File: src/hw/rtl/i2cms_pkg.sv
package i2cms_pkg;

    localparam int WRITE_BUF_DEPTH_DEF = 16;
    localparam int BUF_IDX_W           = 4;
    localparam int COUNT_W             = 5;

    // request types
    localparam logic [1:0] REQ_LOAD  = 2'd0;
    localparam logic [1:0] REQ_BEGIN = 2'd1;
    localparam logic [1:0] REQ_EVENT = 2'd2;

    // engine commands
    localparam logic [2:0] CMD_NONE    = 3'd0;
    localparam logic [2:0] CMD_START   = 3'd1;
    localparam logic [2:0] CMD_SEND    = 3'd2;
    localparam logic [2:0] CMD_RX_ACK  = 3'd3;
    localparam logic [2:0] CMD_RX_NACK = 3'd4;
    localparam logic [2:0] CMD_RESTART = 3'd5;
    localparam logic [2:0] CMD_STOP    = 3'd6;

    // engine status codes (after masking)
    localparam logic [7:0] ST_MASK     = 8'hF8;
    localparam logic [7:0] ST_START    = 8'h08;
    localparam logic [7:0] ST_SLAW_ACK = 8'h18;
    localparam logic [7:0] ST_DATA_ACK = 8'h28;
    localparam logic [7:0] ST_SLAR_ACK = 8'h40;
    localparam logic [7:0] ST_RX_ACK   = 8'h50;
    localparam logic [7:0] ST_RX_NACK  = 8'h58;
    localparam logic       READ_BIT    = 1'b1;

    typedef enum logic [2:0] {
        PH_IDLE    = 3'd0,
        PH_START   = 3'd1,
        PH_SLAW    = 3'd2,
        PH_WDATA   = 3'd3,
        PH_RESTART = 3'd4,
        PH_SLAR    = 3'd5,
        PH_RDATA   = 3'd6
    } phase_t;

    typedef struct packed {
        logic [1:0]           req_type;
        logic [6:0]           slave_addr;
        logic [COUNT_W-1:0]   write_count;
        logic [7:0]           read_count;
        logic [BUF_IDX_W-1:0] buf_index;
        logic [7:0]           buf_byte;
        logic [7:0]           bus_status;
        logic [7:0]           received_byte;
    } req_t;

    typedef struct packed {
        logic [2:0] command;
        logic [7:0] tx_byte;
        logic       rx_valid;
        logic [7:0] rx_byte;
        logic [7:0] rx_index;
        logic       done_res;
        logic       error;
    } res_t;

endpackage

File: src/hw/rtl/i2cms_if.sv
interface i2cms_req_if;
    import i2cms_pkg::*;

    logic                 valid;
    logic                 ready;
    logic [1:0]           req_type;
    logic [6:0]           slave_addr;
    logic [COUNT_W-1:0]   write_count;
    logic [7:0]           read_count;
    logic [BUF_IDX_W-1:0] buf_index;
    logic [7:0]           buf_byte;
    logic [7:0]           bus_status;
    logic [7:0]           received_byte;

    modport source (
        output valid, req_type, slave_addr, write_count, read_count,
               buf_index, buf_byte, bus_status, received_byte,
        input  ready
    );
    modport sink (
        input  valid, req_type, slave_addr, write_count, read_count,
               buf_index, buf_byte, bus_status, received_byte,
        output ready
    );
endinterface

interface i2cms_res_if;
    logic       valid;
    logic       ready;
    logic [2:0] command;
    logic [7:0] tx_byte;
    logic       rx_valid;
    logic [7:0] rx_byte;
    logic [7:0] rx_index;
    logic       done_res;
    logic       error;

    modport source (
        output valid, command, tx_byte, rx_valid, rx_byte, rx_index, done_res, error,
        input  ready
    );
    modport sink (
        input  valid, command, tx_byte, rx_valid, rx_byte, rx_index, done_res, error,
        output ready
    );
endinterface

File: src/hw/rtl/i2cms_wbuf.sv
module i2cms_wbuf #(
    parameter int WRITE_BUF_DEPTH = i2cms_pkg::WRITE_BUF_DEPTH_DEF
) (
    input  logic                            clk,
    input  logic                            wr_en,
    input  logic [i2cms_pkg::BUF_IDX_W-1:0] wr_idx,
    input  logic [7:0]                      wr_data,
    input  logic [7:0]                      rd_cursor,
    output logic [7:0]                      rd_byte
);
    import i2cms_pkg::*;

    // only slots reachable by the load index get storage
    localparam int ENTRIES = (WRITE_BUF_DEPTH < (2 ** BUF_IDX_W)) ?
                             WRITE_BUF_DEPTH : (2 ** BUF_IDX_W);
    localparam int IDX_W   = $clog2(ENTRIES);

    logic [7:0] slot_reg [ENTRIES];

    always_ff @(posedge clk)
    begin
        if (wr_en && (32'(wr_idx) < ENTRIES))
        begin
            slot_reg[wr_idx[IDX_W-1:0]] <= wr_data;
        end
    end

    assign rd_byte = (32'(rd_cursor) < ENTRIES) ? slot_reg[rd_cursor[IDX_W-1:0]] : 8'd0;

endmodule

File: src/hw/rtl/i2cms_ctrl.sv
module i2cms_ctrl #(
    parameter int WRITE_BUF_DEPTH = i2cms_pkg::WRITE_BUF_DEPTH_DEF
) (
    input  logic              clk,
    input  logic              rst_n,
    input  logic              step,
    input  i2cms_pkg::req_t   item,
    input  logic [7:0]        buf_byte,
    output logic [7:0]        buf_cursor,
    output i2cms_pkg::res_t   result
);
    import i2cms_pkg::*;

    localparam logic [8:0] DEPTH_V = 9'(WRITE_BUF_DEPTH);

    phase_t             phase_reg,  phase_next;
    logic [6:0]         addr_reg,   addr_next;
    logic [COUNT_W-1:0] wtot_reg,   wtot_next;
    logic [7:0]         rtot_reg,   rtot_next;
    logic [7:0]         cur_reg,    cur_next;

    logic [7:0]         cur_inc;
    logic [7:0]         expect_st;
    logic               status_ok;
    logic               rx_last;
    logic               rx_last_inc;
    logic [COUNT_W-1:0] wc_sat;

    always_ff @(posedge clk or negedge rst_n)
    begin
        if (!rst_n)
        begin
            phase_reg <= PH_IDLE;
            addr_reg  <= '0;
            wtot_reg  <= '0;
            rtot_reg  <= '0;
            cur_reg   <= '0;
        end
        else if (step)
        begin
            phase_reg <= phase_next;
            addr_reg  <= addr_next;
            wtot_reg  <= wtot_next;
            rtot_reg  <= rtot_next;
            cur_reg   <= cur_next;
        end
    end

    assign cur_inc     = cur_reg + 8'd1;
    assign rx_last     = ({1'b0, cur_reg} + 9'd1) == {1'b0, rtot_reg};
    assign rx_last_inc = ({1'b0, cur_inc} + 9'd1) == {1'b0, rtot_reg};
    assign wc_sat      = ({4'd0, item.write_count} > DEPTH_V) ?
                         DEPTH_V[COUNT_W-1:0] : item.write_count;
    assign buf_cursor  = (phase_reg == PH_SLAW) ? 8'd0 : cur_inc;
    assign status_ok   = (item.bus_status & ST_MASK) == expect_st;

    always_comb
    begin
        case (phase_reg)
            PH_START:   expect_st = ST_START;
            PH_SLAW:    expect_st = ST_SLAW_ACK;
            PH_WDATA:   expect_st = ST_DATA_ACK;
            PH_RESTART: expect_st = ST_START;
            PH_SLAR:    expect_st = ST_SLAR_ACK;
            default:    expect_st = rx_last ? ST_RX_NACK : ST_RX_ACK;
        endcase
    end

    always_comb
    begin
        phase_next = phase_reg;
        addr_next  = addr_reg;
        wtot_next  = wtot_reg;
        rtot_next  = rtot_reg;
        cur_next   = cur_reg;
        result     = '0;

        case (item.req_type)
            REQ_BEGIN:
            begin
                if (phase_reg == PH_IDLE)
                begin
                    addr_next      = item.slave_addr;
                    wtot_next      = wc_sat;
                    rtot_next      = item.read_count;
                    cur_next       = 8'd0;
                    result.command = CMD_START;
                    phase_next     = PH_START;
                end
            end
            REQ_EVENT:
            begin
                if (phase_reg != PH_IDLE)
                begin
                    if (!status_ok)
                    begin
                        result.done_res = 1'b1;
                        result.error    = 1'b1;
                        phase_next      = PH_IDLE;
                    end
                    else
                    begin
                        case (phase_reg)
                            PH_START:
                            begin
                                result.command = CMD_SEND;
                                result.tx_byte = {addr_reg, 1'b0};
                                phase_next     = PH_SLAW;
                            end
                            PH_SLAW, PH_WDATA:
                            begin
                                cur_next = buf_cursor;
                                if (buf_cursor < {3'd0, wtot_reg}
                                    && (phase_reg == PH_WDATA || wtot_reg != '0))
                                begin
                                    result.command = CMD_SEND;
                                    result.tx_byte = buf_byte;
                                    phase_next     = PH_WDATA;
                                end
                                else if (rtot_reg != 8'd0)
                                begin
                                    result.command = CMD_RESTART;
                                    phase_next     = PH_RESTART;
                                end
                                else
                                begin
                                    result.command  = CMD_STOP;
                                    result.done_res = 1'b1;
                                    phase_next      = PH_IDLE;
                                end
                            end
                            PH_RESTART:
                            begin
                                result.command = CMD_SEND;
                                result.tx_byte = {addr_reg, READ_BIT};
                                phase_next     = PH_SLAR;
                            end
                            PH_SLAR:
                            begin
                                cur_next       = 8'd0;
                                // cursor restarts at zero: last when one byte wanted
                                result.command = (rtot_reg == 8'd1) ? CMD_RX_NACK : CMD_RX_ACK;
                                phase_next     = PH_RDATA;
                            end
                            default:
                            begin
                                result.rx_valid = 1'b1;
                                result.rx_byte  = item.received_byte;
                                result.rx_index = cur_reg;
                                cur_next        = cur_inc;
                                if (cur_inc >= rtot_reg)
                                begin
                                    result.command  = CMD_STOP;
                                    result.done_res = 1'b1;
                                    phase_next      = PH_IDLE;
                                end
                                else
                                begin
                                    result.command = rx_last_inc ? CMD_RX_NACK : CMD_RX_ACK;
                                    phase_next     = PH_RDATA;
                                end
                            end
                        endcase
                    end
                end
            end
            default:
            begin
                // loads are handled by the buffer; unknown types do nothing
            end
        endcase
    end

endmodule

File: src/hw/rtl/i2c_master_transaction_sequencer.sv
// I2C master write-then-read sequencer. It sits above a byte-level I2C engine
// and takes one item per cycle: a write-buffer load, a begin request (device
// address, write count, read count) or an engine completion carrying the status
// byte. Every item yields exactly one result item with the next engine command,
// the byte to send, any received byte with its index, and done/error flags.
// Items are registered on entry, handled by a single pass of compare and
// phase-update logic, and the result lands in an output register, so a result
// is offered once its item has moved from the input register to the output
// register, and a new item can be taken every cycle; the only throttle is the
// downstream ready. A status that does not match the expected code (low three
// bits ignored) ends the transaction with done and error and no stop. Loads
// are accepted at any time, also in the middle of a transaction; begin while
// busy and events while idle are answered with an empty result.
module i2c_master_transaction_sequencer #(
    parameter int WRITE_BUF_DEPTH = i2cms_pkg::WRITE_BUF_DEPTH_DEF
) (
    input  logic        clk,
    input  logic        rst_n,
    i2cms_req_if.sink   req,
    i2cms_res_if.source res
);
    import i2cms_pkg::*;

    // input stage
    logic  in_vld_reg;
    req_t  in_item_reg;
    // output stage
    logic  out_vld_reg;
    res_t  out_item_reg;

    logic  advance;
    logic  take;
    res_t  result;
    logic [7:0] buf_rd;
    logic [7:0] buf_cursor;

    // the input stage moves on whenever the output register is free or draining
    assign advance   = in_vld_reg && (!out_vld_reg || res.ready);
    assign req.ready = !in_vld_reg || advance;
    assign take      = req.valid && req.ready;

    always_ff @(posedge clk or negedge rst_n)
    begin
        if (!rst_n)
        begin
            in_vld_reg  <= 1'b0;
            out_vld_reg <= 1'b0;
        end
        else
        begin
            if (take)
            begin
                in_vld_reg <= 1'b1;
            end
            else if (advance)
            begin
                in_vld_reg <= 1'b0;
            end

            if (advance)
            begin
                out_vld_reg <= 1'b1;
            end
            else if (res.ready)
            begin
                out_vld_reg <= 1'b0;
            end
        end
    end

    always_ff @(posedge clk)
    begin
        if (take)
        begin
            in_item_reg <= '{
                req_type:      req.req_type,
                slave_addr:    req.slave_addr,
                write_count:   req.write_count,
                read_count:    req.read_count,
                buf_index:     req.buf_index,
                buf_byte:      req.buf_byte,
                bus_status:    req.bus_status,
                received_byte: req.received_byte
            };
        end
        if (advance)
        begin
            out_item_reg <= result;
        end
    end

    // write buffer: loads are stored in order with the other items
    i2cms_wbuf #(
        .WRITE_BUF_DEPTH (WRITE_BUF_DEPTH)
    ) u_wbuf (
        .clk       (clk),
        .wr_en     (advance && (in_item_reg.req_type == REQ_LOAD)),
        .wr_idx    (in_item_reg.buf_index),
        .wr_data   (in_item_reg.buf_byte),
        .rd_cursor (buf_cursor),
        .rd_byte   (buf_rd)
    );

    // phase machine and result formatting
    i2cms_ctrl #(
        .WRITE_BUF_DEPTH (WRITE_BUF_DEPTH)
    ) u_ctrl (
        .clk        (clk),
        .rst_n      (rst_n),
        .step       (advance),
        .item       (in_item_reg),
        .buf_byte   (buf_rd),
        .buf_cursor (buf_cursor),
        .result     (result)
    );

    assign res.valid    = out_vld_reg;
    assign res.command  = out_item_reg.command;
    assign res.tx_byte  = out_item_reg.tx_byte;
    assign res.rx_valid = out_item_reg.rx_valid;
    assign res.rx_byte  = out_item_reg.rx_byte;
    assign res.rx_index = out_item_reg.rx_index;
    assign res.done_res = out_item_reg.done_res;
    assign res.error    = out_item_reg.error;

endmodule

File: src/flat_wrapper.sv
// flat-port wrapper written by rule: the top's interface ports become plain ports
module i2c_master_transaction_sequencer_flat import i2cms_pkg::*;
#(
    parameter int WRITE_BUF_DEPTH = i2cms_pkg::WRITE_BUF_DEPTH_DEF
)
  (clk, rst_n, req_valid, req_req_type, req_slave_addr, req_write_count, req_read_count, req_buf_index, req_buf_byte, req_bus_status, req_received_byte, req_ready, res_valid, res_command, res_tx_byte, res_rx_valid, res_rx_byte, res_rx_index, res_done_res, res_error, res_ready);
  i2cms_req_if req_i ();
  i2cms_res_if res_i ();
  input  logic clk;
  input  logic rst_n;
  input wire logic [$bits(req_i.valid)-1:0] req_valid;
  input wire logic [$bits(req_i.req_type)-1:0] req_req_type;
  input wire logic [$bits(req_i.slave_addr)-1:0] req_slave_addr;
  input wire logic [$bits(req_i.write_count)-1:0] req_write_count;
  input wire logic [$bits(req_i.read_count)-1:0] req_read_count;
  input wire logic [$bits(req_i.buf_index)-1:0] req_buf_index;
  input wire logic [$bits(req_i.buf_byte)-1:0] req_buf_byte;
  input wire logic [$bits(req_i.bus_status)-1:0] req_bus_status;
  input wire logic [$bits(req_i.received_byte)-1:0] req_received_byte;
  output wire logic [$bits(req_i.ready)-1:0] req_ready;
  output wire logic [$bits(res_i.valid)-1:0] res_valid;
  output wire logic [$bits(res_i.command)-1:0] res_command;
  output wire logic [$bits(res_i.tx_byte)-1:0] res_tx_byte;
  output wire logic [$bits(res_i.rx_valid)-1:0] res_rx_valid;
  output wire logic [$bits(res_i.rx_byte)-1:0] res_rx_byte;
  output wire logic [$bits(res_i.rx_index)-1:0] res_rx_index;
  output wire logic [$bits(res_i.done_res)-1:0] res_done_res;
  output wire logic [$bits(res_i.error)-1:0] res_error;
  input wire logic [$bits(res_i.ready)-1:0] res_ready;
  assign req_i.valid = req_valid;
  assign req_i.req_type = req_req_type;
  assign req_i.slave_addr = req_slave_addr;
  assign req_i.write_count = req_write_count;
  assign req_i.read_count = req_read_count;
  assign req_i.buf_index = req_buf_index;
  assign req_i.buf_byte = req_buf_byte;
  assign req_i.bus_status = req_bus_status;
  assign req_i.received_byte = req_received_byte;
  assign req_ready = req_i.ready;
  assign res_valid = res_i.valid;
  assign res_command = res_i.command;
  assign res_tx_byte = res_i.tx_byte;
  assign res_rx_valid = res_i.rx_valid;
  assign res_rx_byte = res_i.rx_byte;
  assign res_rx_index = res_i.rx_index;
  assign res_done_res = res_i.done_res;
  assign res_error = res_i.error;
  assign res_i.ready = res_ready;
  i2c_master_transaction_sequencer #(.WRITE_BUF_DEPTH(WRITE_BUF_DEPTH)) u_core (.clk(clk), .rst_n(rst_n), .req(req_i), .res(res_i));
endmodule
File: config.mk
export PLATFORM = sky130hd
export DESIGN_NAME = i2c_master_transaction_sequencer_flat
export DESIGN_NICKNAME = d
export VERILOG_FILES = /design/src/hw/rtl/i2cms_pkg.sv /design/src/hw/rtl/i2cms_if.sv /design/src/hw/rtl/i2cms_wbuf.sv /design/src/hw/rtl/i2cms_ctrl.sv /design/src/hw/rtl/i2c_master_transaction_sequencer.sv /design/src/flat_wrapper.sv
export SDC_FILE = /design/constraint.sdc
export NUM_CORES = 1
export LEC_CHECK = 0
export BUFFER_PORTS_ARGS = -buffer_cell sky130_fd_sc_hd__buf_2
export CORE_MARGIN = 2
export CORE_UTILIZATION = 64
export CTS_CLUSTER_DIAMETER = 60
export DETAILED_ROUTE_END_ITERATION = 10
export GPL_ROUTABILITY_DRIVEN = 0
export PLACE_DENSITY_LB_ADDON = 0.12
export SYNTH_ARGS = -nofsm -noshare
export SYNTH_HDL_FRONTEND = slang
export SYNTH_SLANG_ARGS = --single-unit
export TNS_END_PERCENT = 50
File: constraint.sdc
create_clock -name clk -period 7.49 [get_ports clk]
set_input_delay 0.3745 -clock clk [delete_from_list [all_inputs] [get_ports clk]]
set_output_delay 0.3745 -clock clk [all_outputs]
set_load 0.02 [all_outputs]
* After elaboration in Yosys (flattened, before gate mapping)
Memories as Yosys holds them, arrays and structs flattened. Index checks and enable logic that the tools add are counted.
Storage, ports and cells: memories kept 1, word-level logic and storage cells 118, flip-flop bits (word level) 113, RAM bits 128
Cells by class: multiplexer cells 43, bitwise logic cells 3, reductions and logical operators 27, equality and inequality tests 15, $add $sub $neg 3, magnitude comparators 4
Memory list:
- u_core.u_wbuf.slot_reg | depth 16, width 8, rd ports 1, clocked after memory_dff 0, wr ports 1, line i2cms_wbuf.sv:18 | logic [7:0] slot_reg [ENTRIES];
Operators with widths (count):
- two-way mux 8 bit | 6
- one-hot mux 8 bit (3 select lines) | 2
- two-way mux 3 bit | 10
- two-way mux 30 bit | 1
- two-way mux 28 bit | 1
- one-hot mux 7 bit (4 select lines) | 1
- adder 8 x 1 -> 9 bit (second input constant) | 2
- == test 9 x 8 -> 1 bit | 2
- two-way mux 17 bit | 1
- one-hot mux 8 bit (2 select lines) | 1
- two-way mux 1 bit | 12
- one-hot mux 3 bit (2 select lines) | 2
- one-hot mux 3 bit (4 select lines) | 1
- one-hot mux 3 bit (3 select lines) | 1
- adder 8 x 1 -> 8 bit (second input constant) | 1
- == test 8 x 1 -> 1 bit (second input constant) | 1
- == test 8 bit | 1
- >= comparator 8 bit | 1
- < comparator 8 x 5 -> 1 bit | 1
- < comparator 8 x 5 -> 1 bit (second input constant) | 1
- != test 2 bit (second input constant) | 4
- nonzero test 8 bit | 1
- OR reduction 8 bit | 1
- == test 3 x 2 -> 1 bit (second input constant) | 2
- 25 further kinds | 38

* Logic depth before layout (Yosys ltp)
Gate-level depths: netlist of run 1.
depth after elaboration 9, gate-level depth with buffers 18, depth with buffers taken out 13

* By module
From an unflattened synthesis of run 1, not the netlist that was laid out.
Unflattened totals: cell total of the unflattened synthesis 713, area, all modules 10633.9 um2
By module, submodules not included:
- i2cms_wbuf | cells an instance 245, instances 1, area each 5038.6 um2, sequential area each 3843.7 um2
- i2cms_ctrl | cells an instance 378, instances 1, area each 3079.2 um2, sequential area each 775.7 um2
- i2c_master_transaction_sequencer | cells an instance 90, instances 1, area each 2516.2 um2, sequential area each 2452.4 um2

* Least setup slack after synthesis of run 1
Ideal clock, no wire load.
kind reg-to-reg, from reg u_core.u_ctrl.cur_reg[0], to reg u_core.u_ctrl.cur_reg[1], path slack 3.522 ns, required time 7.365 ns, arrival 3.843 ns, cell stages (with the launch flop) 16, period minus slack after synthesis 3.968 ns, library setup time 0.125 ns, path through dfrtp_1 > inv_1 > clkbuf_1 > buf_1 > ha_1 > clkbuf_1 > inv_1 > clkbuf_1 > ha_1 > nand3_1 > nor4_1 > nand4_1 > a31o_1 > a221o_1 > a21oi_4 > mux2_2
On the way: word-level cells in the longest chain between the ends 7, elaborated cells on any way between the ends 13, classes of those cells 2 x add/sub; 3 x eq/ne; 7 x mux; 1 x reduce/logical
RTL lines:
- start: declaration | line i2cms_ctrl.sv:20 | logic [7:0] cur_reg, cur_next;
- start signal: assignment | line i2cms_ctrl.sv:45 | cur_reg <= cur_next;
- adder 8 x 1 -> 9 bit | line i2cms_ctrl.sv:50 | assign rx_last = ({1'b0, cur_reg} + 9'd1) == {1'b0, rtot_reg};
- == test 9 x 8 -> 1 bit | line i2cms_ctrl.sv:50
- two-way mux 4 bit | line i2cms_ctrl.sv:65 | default: expect_st = rx_last ? ST_RX_NACK : ST_RX_ACK;
- one-hot mux 7 bit (4 select lines) | line i2cms_ctrl.sv:59 | case (phase_reg)
- == test 8 bit | line i2cms_ctrl.sv:55 | assign status_ok = (item.bus_status & ST_MASK) == expect_st;
- != test 2 bit (no source line)
- AND reduction 6 bit (no source line)
Parallel ways exist; a longest one is shown, timed or not. The select of a mux whose other input is x is not followed. A chain may end at the register's enable or synchronous reset.

* Worst setup path after layout of run 1
from reg u_core.u_ctrl.cur_reg[0], to reg u_core.out_item_reg (netlist bit u_core.res.tx_byte[2]), data pin
On the way: word-level cells in the longest chain between the ends 6, elaborated cells on any way between the ends 15, classes of those cells 2 x add/sub; 2 x order compare; 2 x eq/ne; 6 x mux; 2 x reduce/logical; 1 x memory
RTL lines:
- adder 8 x 1 -> 8 bit or adder 8 x 1 -> 9 bit (tied branches) | line i2cms_ctrl.sv:49, i2cms_ctrl.sv:50
- two-way mux 8 bit or == test 9 x 8 -> 1 bit (tied branches) | line i2cms_ctrl.sv:54, i2cms_ctrl.sv:50
- < comparator 8 x 5 -> 1 bit, or another cell as far along | line i2cms_wbuf.sv:28 | assign rd_byte = (32'(rd_cursor) < ENTRIES) ? slot_reg[rd_cursor[IDX_W-1:0]] : 8'd0;
- two-way mux 8 bit, or another cell as far along | line i2cms_wbuf.sv:28
- two-way mux 8 bit or == test 8 bit (tied branches) | line i2cms_ctrl.sv:113, i2cms_ctrl.sv:55
- one-hot mux 8 bit (3 select lines) or AND reduction 3 bit (tied branches)
- end signal: assignment | line i2c_master_transaction_sequencer.sv:88 | out_item_reg <= result;
- end: declaration | line i2c_master_transaction_sequencer.sv:29 | res_t out_item_reg;
Parallel ways exist; a longest one is shown, timed or not.

==> flow_summary.ini, run 1 <==
[drt]
viasPerCell = 6.377
drtAntennaViolNets = 0
firstDrtPassIters = 6
wl_per_cell_um = 21.96
drt_iter0_markers = 762
via_count = 6734
drcViolationCount = 0
drt-total-wl_mm = 23.19

[clock_network]
cts_buffers = 24
cts_setup_buffers = 0
clk_pin_slew_ns = 0.06
clock_latency_ns = 0.54
cts_buffer_depth = 3
cts_root_buf = clkbuf_16
htreeDepth = 1
cts.sinks = 238
cts_tree = yes

[placement]
io_buffers = 82
dp_hpwl_mm = 15.25
preCtsSetupSlack_ns = 2.574
dp_cells = 1008
dpl-instance-area_sq_um = 11010

[sta]
report.final.slew_viol_count = 0
setup_viol = 0
whs_ns = 0.01397
rsz0062_at_grt = false
worst_slew_pin_slew_ns = 1.279
min_period_ns = 5.104
fin_crit_sh_pct = 68.14
timing.final.ws_setup_ns = 2.386
finClkSkew_ns = 0.02374
relSlewSlack_pct = 14.70
tns_ns = 0
final-hold-violation-count = 0
max_freq_ghz = 0.1959

[pwr]
powerDensity_nw_per_um2 = 312.5
design_power_total_mw = 3.695
power.switching_mw = 1.141
pwr-share-comb_pct = 23.2
switching_share_pct = 30.88
p_clk_share_pct = 31.4
vdd_drop_max_mv = 0.2463
seq_power_share_pct = 45.4
p_leak_nw = 4.321
intPower_mw = 2.554

[worst_setup_path]
crit_required_ns = 7.89
crit_path_cell_trace = inv_1, ha_1, inv_1, ha_1, nand3_1, nor4_1, nand4_1, a31o_1, a211oi_1, nor2b_1, a22o_1
path_max_fanout = 29
ff2ff_setup_slack_ns = 2.39
crit_slowest_cell = dfrtp_1
startpoint = u_core.u_ctrl.cur_reg[0]$_DFFE_PN0P_
crit_family = simple AND/OR/NAND/NOR gates
reg2reg_to = u_core.res.tx_byte[2]$_SDFFCE_PN0P_
slowest_delay_ns = 0.77
start_kind = register
crit_arrival_ns = 5.50
critical_path_buf_inv_count = 2
end_kind = register
critPathKind = reg -> reg
r2r_start = u_core.u_ctrl.cur_reg[0]$_DFFE_PN0P_
r2r_cells = 11

[global_routing]
first_global_vias = 6630
grt_max_degree = 48
antenna_found_initial = 0
grtUsageTotal_pct = 26.99
grt_first_pass_wirelength_mm = 36.32
grt_overflow = 0

[synth]
synth-main-ff-cell = edfxtp_1
postSynthAreaPerCell_sq_um = 14.16
syn_inst = 741
ys_async_sr_fraction_pct = 13.87
ys_ff_latch = 238
yosysSeqAreaShare_pct = 66.52
synthesis.nets = 814
synth-edff-count = 205
yosys_warnings = 0
ys_types = 72
netlist_area_sq_um = 10500

[hold_path]
worstHoldEndpoint = u_core.in_item_reg[42]$_DFFE_PP_
hp-class = in -> reg
hold_path_depth = 1
min-delay-start = req_slave_addr[1]

[final_layout]
final_cell_mix = edfxtp_1 (205), buf_2 (82), nor2_1 (42)
final_cell_count_no_fill = 1056
drive_gt1_share_pct = 21.31
area_delta_synth_final_pct = 12.66
antenna_cells = 0
utilization_pct = 74.16
largest_register_ff_count = 128
finalInstanceArea_sq_um = 11820
nNetsFinal = 895
layout_commonest_cell = edfxtp_1

[floorplanning]
rows = 46
io_pins = 86
start_util_pct = 65.83
die_area_sq_um = 17440
fp.dieW_um = 132.1
core-area_sq_um = 15940
dieHeight_um = 132.1

[job]
cap_violations = 0

[run_status]
status = finished, final reports clean
-- power by group through the flow --
stage	clock network [mW]	registers, mW	logic, mW
floorplan	0	1.65	0.630
global placement	0	1.69	0.793
detailed placement	0	1.70	0.831
CTS	1.17	1.67	0.841
global route	1.23	1.69	0.931
finish	1.16	1.68	0.856
-- how the worst max path moves through the flow --
stage | end | slack, ns | cells past startpoint
after global routing | u_core.res.tx_byte[4]$_SDFFCE_PN0P_ | 2.09 | 11
final | u_core.res.tx_byte[2]$_SDFFCE_PN0P_ | 2.39 | 11
after CTS | u_core.res.tx_byte[2]$_SDFFCE_PN0P_ | 2.55 | 11
after floorplan | u_core.u_ctrl.cur_reg[1]$_DFFE_PN0P_ | 3.52 | 15
after detailed placement | u_core.res.tx_byte[4]$_SDFFCE_PN0P_ | 2.57 | 11
after global placement | u_core.res.tx_byte[5]$_SDFFCE_PN0P_ | 2.79 | 11
-- synth_stat cells, drive strengths merged (4+ instances only) --
master  instances  share of area [%]
a211oi         11               0.79
a21o            6               0.45
a21oi          25                1.3
a221oi         25                2.1
a22o           10               0.83
a31oi           5               0.30
and2           20                1.2
and4            4               0.33
buf            14               0.77
clkbuf         24                1.2
dfrtp          33                7.9
edfxtp        205                 59
ha             19                2.3
inv            26               0.93
mux2           27                2.9
mux2i          22                2.1
mux4            8                1.7
nand2          39                1.4
nand2b         13               0.77
nand3          21                1.2
nand4           6               0.36
nor2           43                1.6
nor2b           5               0.30
nor3           24                1.1
o21ai          35                1.7
o22ai           4               0.24
or3             5               0.31
xnor2          13                1.2
-- cell families (layout without fill, tap and decap cells) --
kind of cell	count (synthesis)	after routing	share of synthesized area [%]
flops	238	238	66.52
simple gates	198	198	9.883
compound gates	147	147	9.836
buf+inv	66	165	3.207
mux	57	57	6.712
fa+ha+maj	19	19	2.265
xor+xnor	16	16	1.574
-- area by class of cell --
class	instances	area (sq um)
clock buffers	27	611.8
flip-flops and latches	238	6982
multi-input cells	437	3184
well taps	216	270.3
inverters	27	101.3
fillers	1014	4119
repair buffers	94	510.5
clock inverters	17	163.9
-- per-layer routing --
metal,up-vias,track usage (%),wire length (um)
li1,3013,-,-
met1,3338,38.87,9316
met2,334,43.43,11400
met3,49,4.306,1890
met4,0,7.850,583
met5,-,0,0
-- timing repair --
action,in CTS,in global routing
hold endpoints to repair,35,1
resized for setup,0,0
hold buffers,3,1
Power figures use the tool's default switching activity.
==> run 2, diff against run 1 <==
CORE_UTILIZATION = 54   (was 64)
clock period = 4.62 ns   (was 7.49 ns; I/O delays follow)
==> flow_summary.ini, run 2 (synthesis gave the netlist of run 1 again) <==
[drt]
drt-total-wl_mm = 23.72
via_count = 6819
drtAntennaViolNets = 0
viasPerCell = 5.935
firstDrtPassIters = 5
drt_iter0_markers = 569
wl_per_cell_um = 20.64
drcViolationCount = 0

[worst_setup_path]
start_kind = register
crit_path_cell_trace = ha_1, nand3_4, nor2_1, xnor2_1, ha_1, nand2_1, nor4_1, nand4_1, a31o_1, a211oi_1, and3_1, a22o_1
critPathKind = reg -> reg
crit_family = simple AND/OR/NAND/NOR gates
slowest_delay_ns = 0.59
critical_path_buf_inv_count = 0
crit_arrival_ns = 4.74
crit_required_ns = 5.02
crit_slowest_cell = a211oi_1
end_kind = register
crit_top_cell = ha_1
path_max_fanout = 10

[pwr]
p_leak_nw = 4.525
vdd_drop_max_mv = 0.3350
powerDensity_nw_per_um2 = 487.4
design_power_total_mw = 6.020

[global_routing]
grtUsageTotal_pct = 23.46
first_global_vias = 6671
antenna_found_initial = 0
grt_max_degree = 48
grt_overflow = 0
grt_first_pass_wirelength_mm = 36.51

[clock_network]
cts_buffers = 24
htreeDepth = 1
cts.sinks = 238
cts_buffer_depth = 3
cts_root_buf = clkbuf_16
cts_setup_buffers = 0
cts_tree = yes
clock_latency_ns = 0.53
clk_pin_slew_ns = 0.06

[sta]
report.final.slew_viol_count = 0
tns_ns = 0
final-hold-violation-count = 0
rsz0062_at_grt = false
relSlewSlack_pct = 20.50
setup_viol = 0
min_period_ns = 4.338
finClkSkew_ns = 0.009509
max_freq_ghz = 0.2305
fin_crit_sh_pct = 93.90
worst_slew_pin_slew_ns = 1.183

[final_layout]
final_cell_mix = edfxtp_1 (205), buf_2 (82), dlygate4sd3_1 (50)
largest_register_ff_count = 128
utilization_pct = 65.37
nNetsFinal = 944
seq_area_sq_um = 6982
antenna_cells = 0
area_delta_synth_final_pct = 17.68
multi_input_area_sq_um = 3187
fill_cells = 1414
layout_commonest_cell = edfxtp_1
drive_gt1_share_pct = 20.47

[hold_path]
hp-class = in -> async

[floorplanning]
start_util_pct = 55.55
fp.dieW_um = 143.4
io_pins = 86
die_area_sq_um = 20570
rows = 50
dieHeight_um = 143.4
core-area_sq_um = 18890

[run_status]
status = finished, final reports clean

[placement]
dp_hpwl_mm = 15.46
io_buffers = 82

[job]
cap_violations = 0
[run 2: final timing paths]
path / from / endpoint / slack (ns) / cells after the start
setup / recovery: u_core.u_ctrl.cur_reg[1]$_DFFE_PN0P_ / u_core.res.tx_byte[0]$_SDFFCE_PN0P_ / 0.28 / 12
hold / removal: rst_n / u_core.res.valid$_DFFE_PN0P_ / 0.36 / 2
setup reg to reg: u_core.u_ctrl.cur_reg[1]$_DFFE_PN0P_ / u_core.res.tx_byte[0]$_SDFFCE_PN0P_ / 0.28 / 12
hold reg to reg: u_core.in_item_reg[41]$_DFFE_PP_ / u_core.u_ctrl.addr_reg[0]$_DFFE_PN0P_ / 0.48 / 1
max in group asynchronous: rst_n / u_core.u_ctrl.rtot_reg[3]$_DFFE_PN0P_ / 3.72 / 2
min in group clk: req_slave_addr[2] / u_core.in_item_reg[43]$_DFFE_PP_ / 0.41 / 2
[run 2: metal layers]
metal  vias to the layer above  part of all wire, %  GRT usage (%)
met5                         -                    0              0
met4                         0                  2.7          7.482
met3                        48                  6.7          3.599
met2                       283                   48          37.69
met1                      3375                   43          33.29
li1                       3113                    -              -
[run 2: timing repair]
action                                  4_1_cts  5_1_grt
hold endpoints to repair                     82        0
hold buffers                                 50        0
endpoints found under the setup margin        0        7
gates resized for setup                       0        1
[run 2: power by group]
group	leakage (nW)	internal, mW	switching (mW)
logic	1.84	0.590	0.849
registers	2.31	2.51	0.196
clock network	0.374	1.07	0.804
[run 2: layout make-up]
class                   count  area share (%)
flip-flops and latches    238           56.53
multi-input cells         437           25.80
repair buffers            143           8.044
clock buffers              28           4.984
well taps                 260           2.634
clock inverters            16           1.185
inverters                  27          0.8206
[run 2: through the flow]
step | std cells | area [sq um] | hold WS, ns | setup WS, ns
after global placement | 1055 | 11090 | 0.3359 | 0.4826
final | 1149 | 12350 | 0.3595 | 0.2817
after CTS | 1149 | 12350 | 0.3577 | 0.2697
after floorplan | 741 | 10500 | -0.06459 | 0.6522
after detailed placement | 1055 | 11090 | 0.3632 | 0.3026
after global routing | 1149 | 12350 | 0.4173 | 0.03710
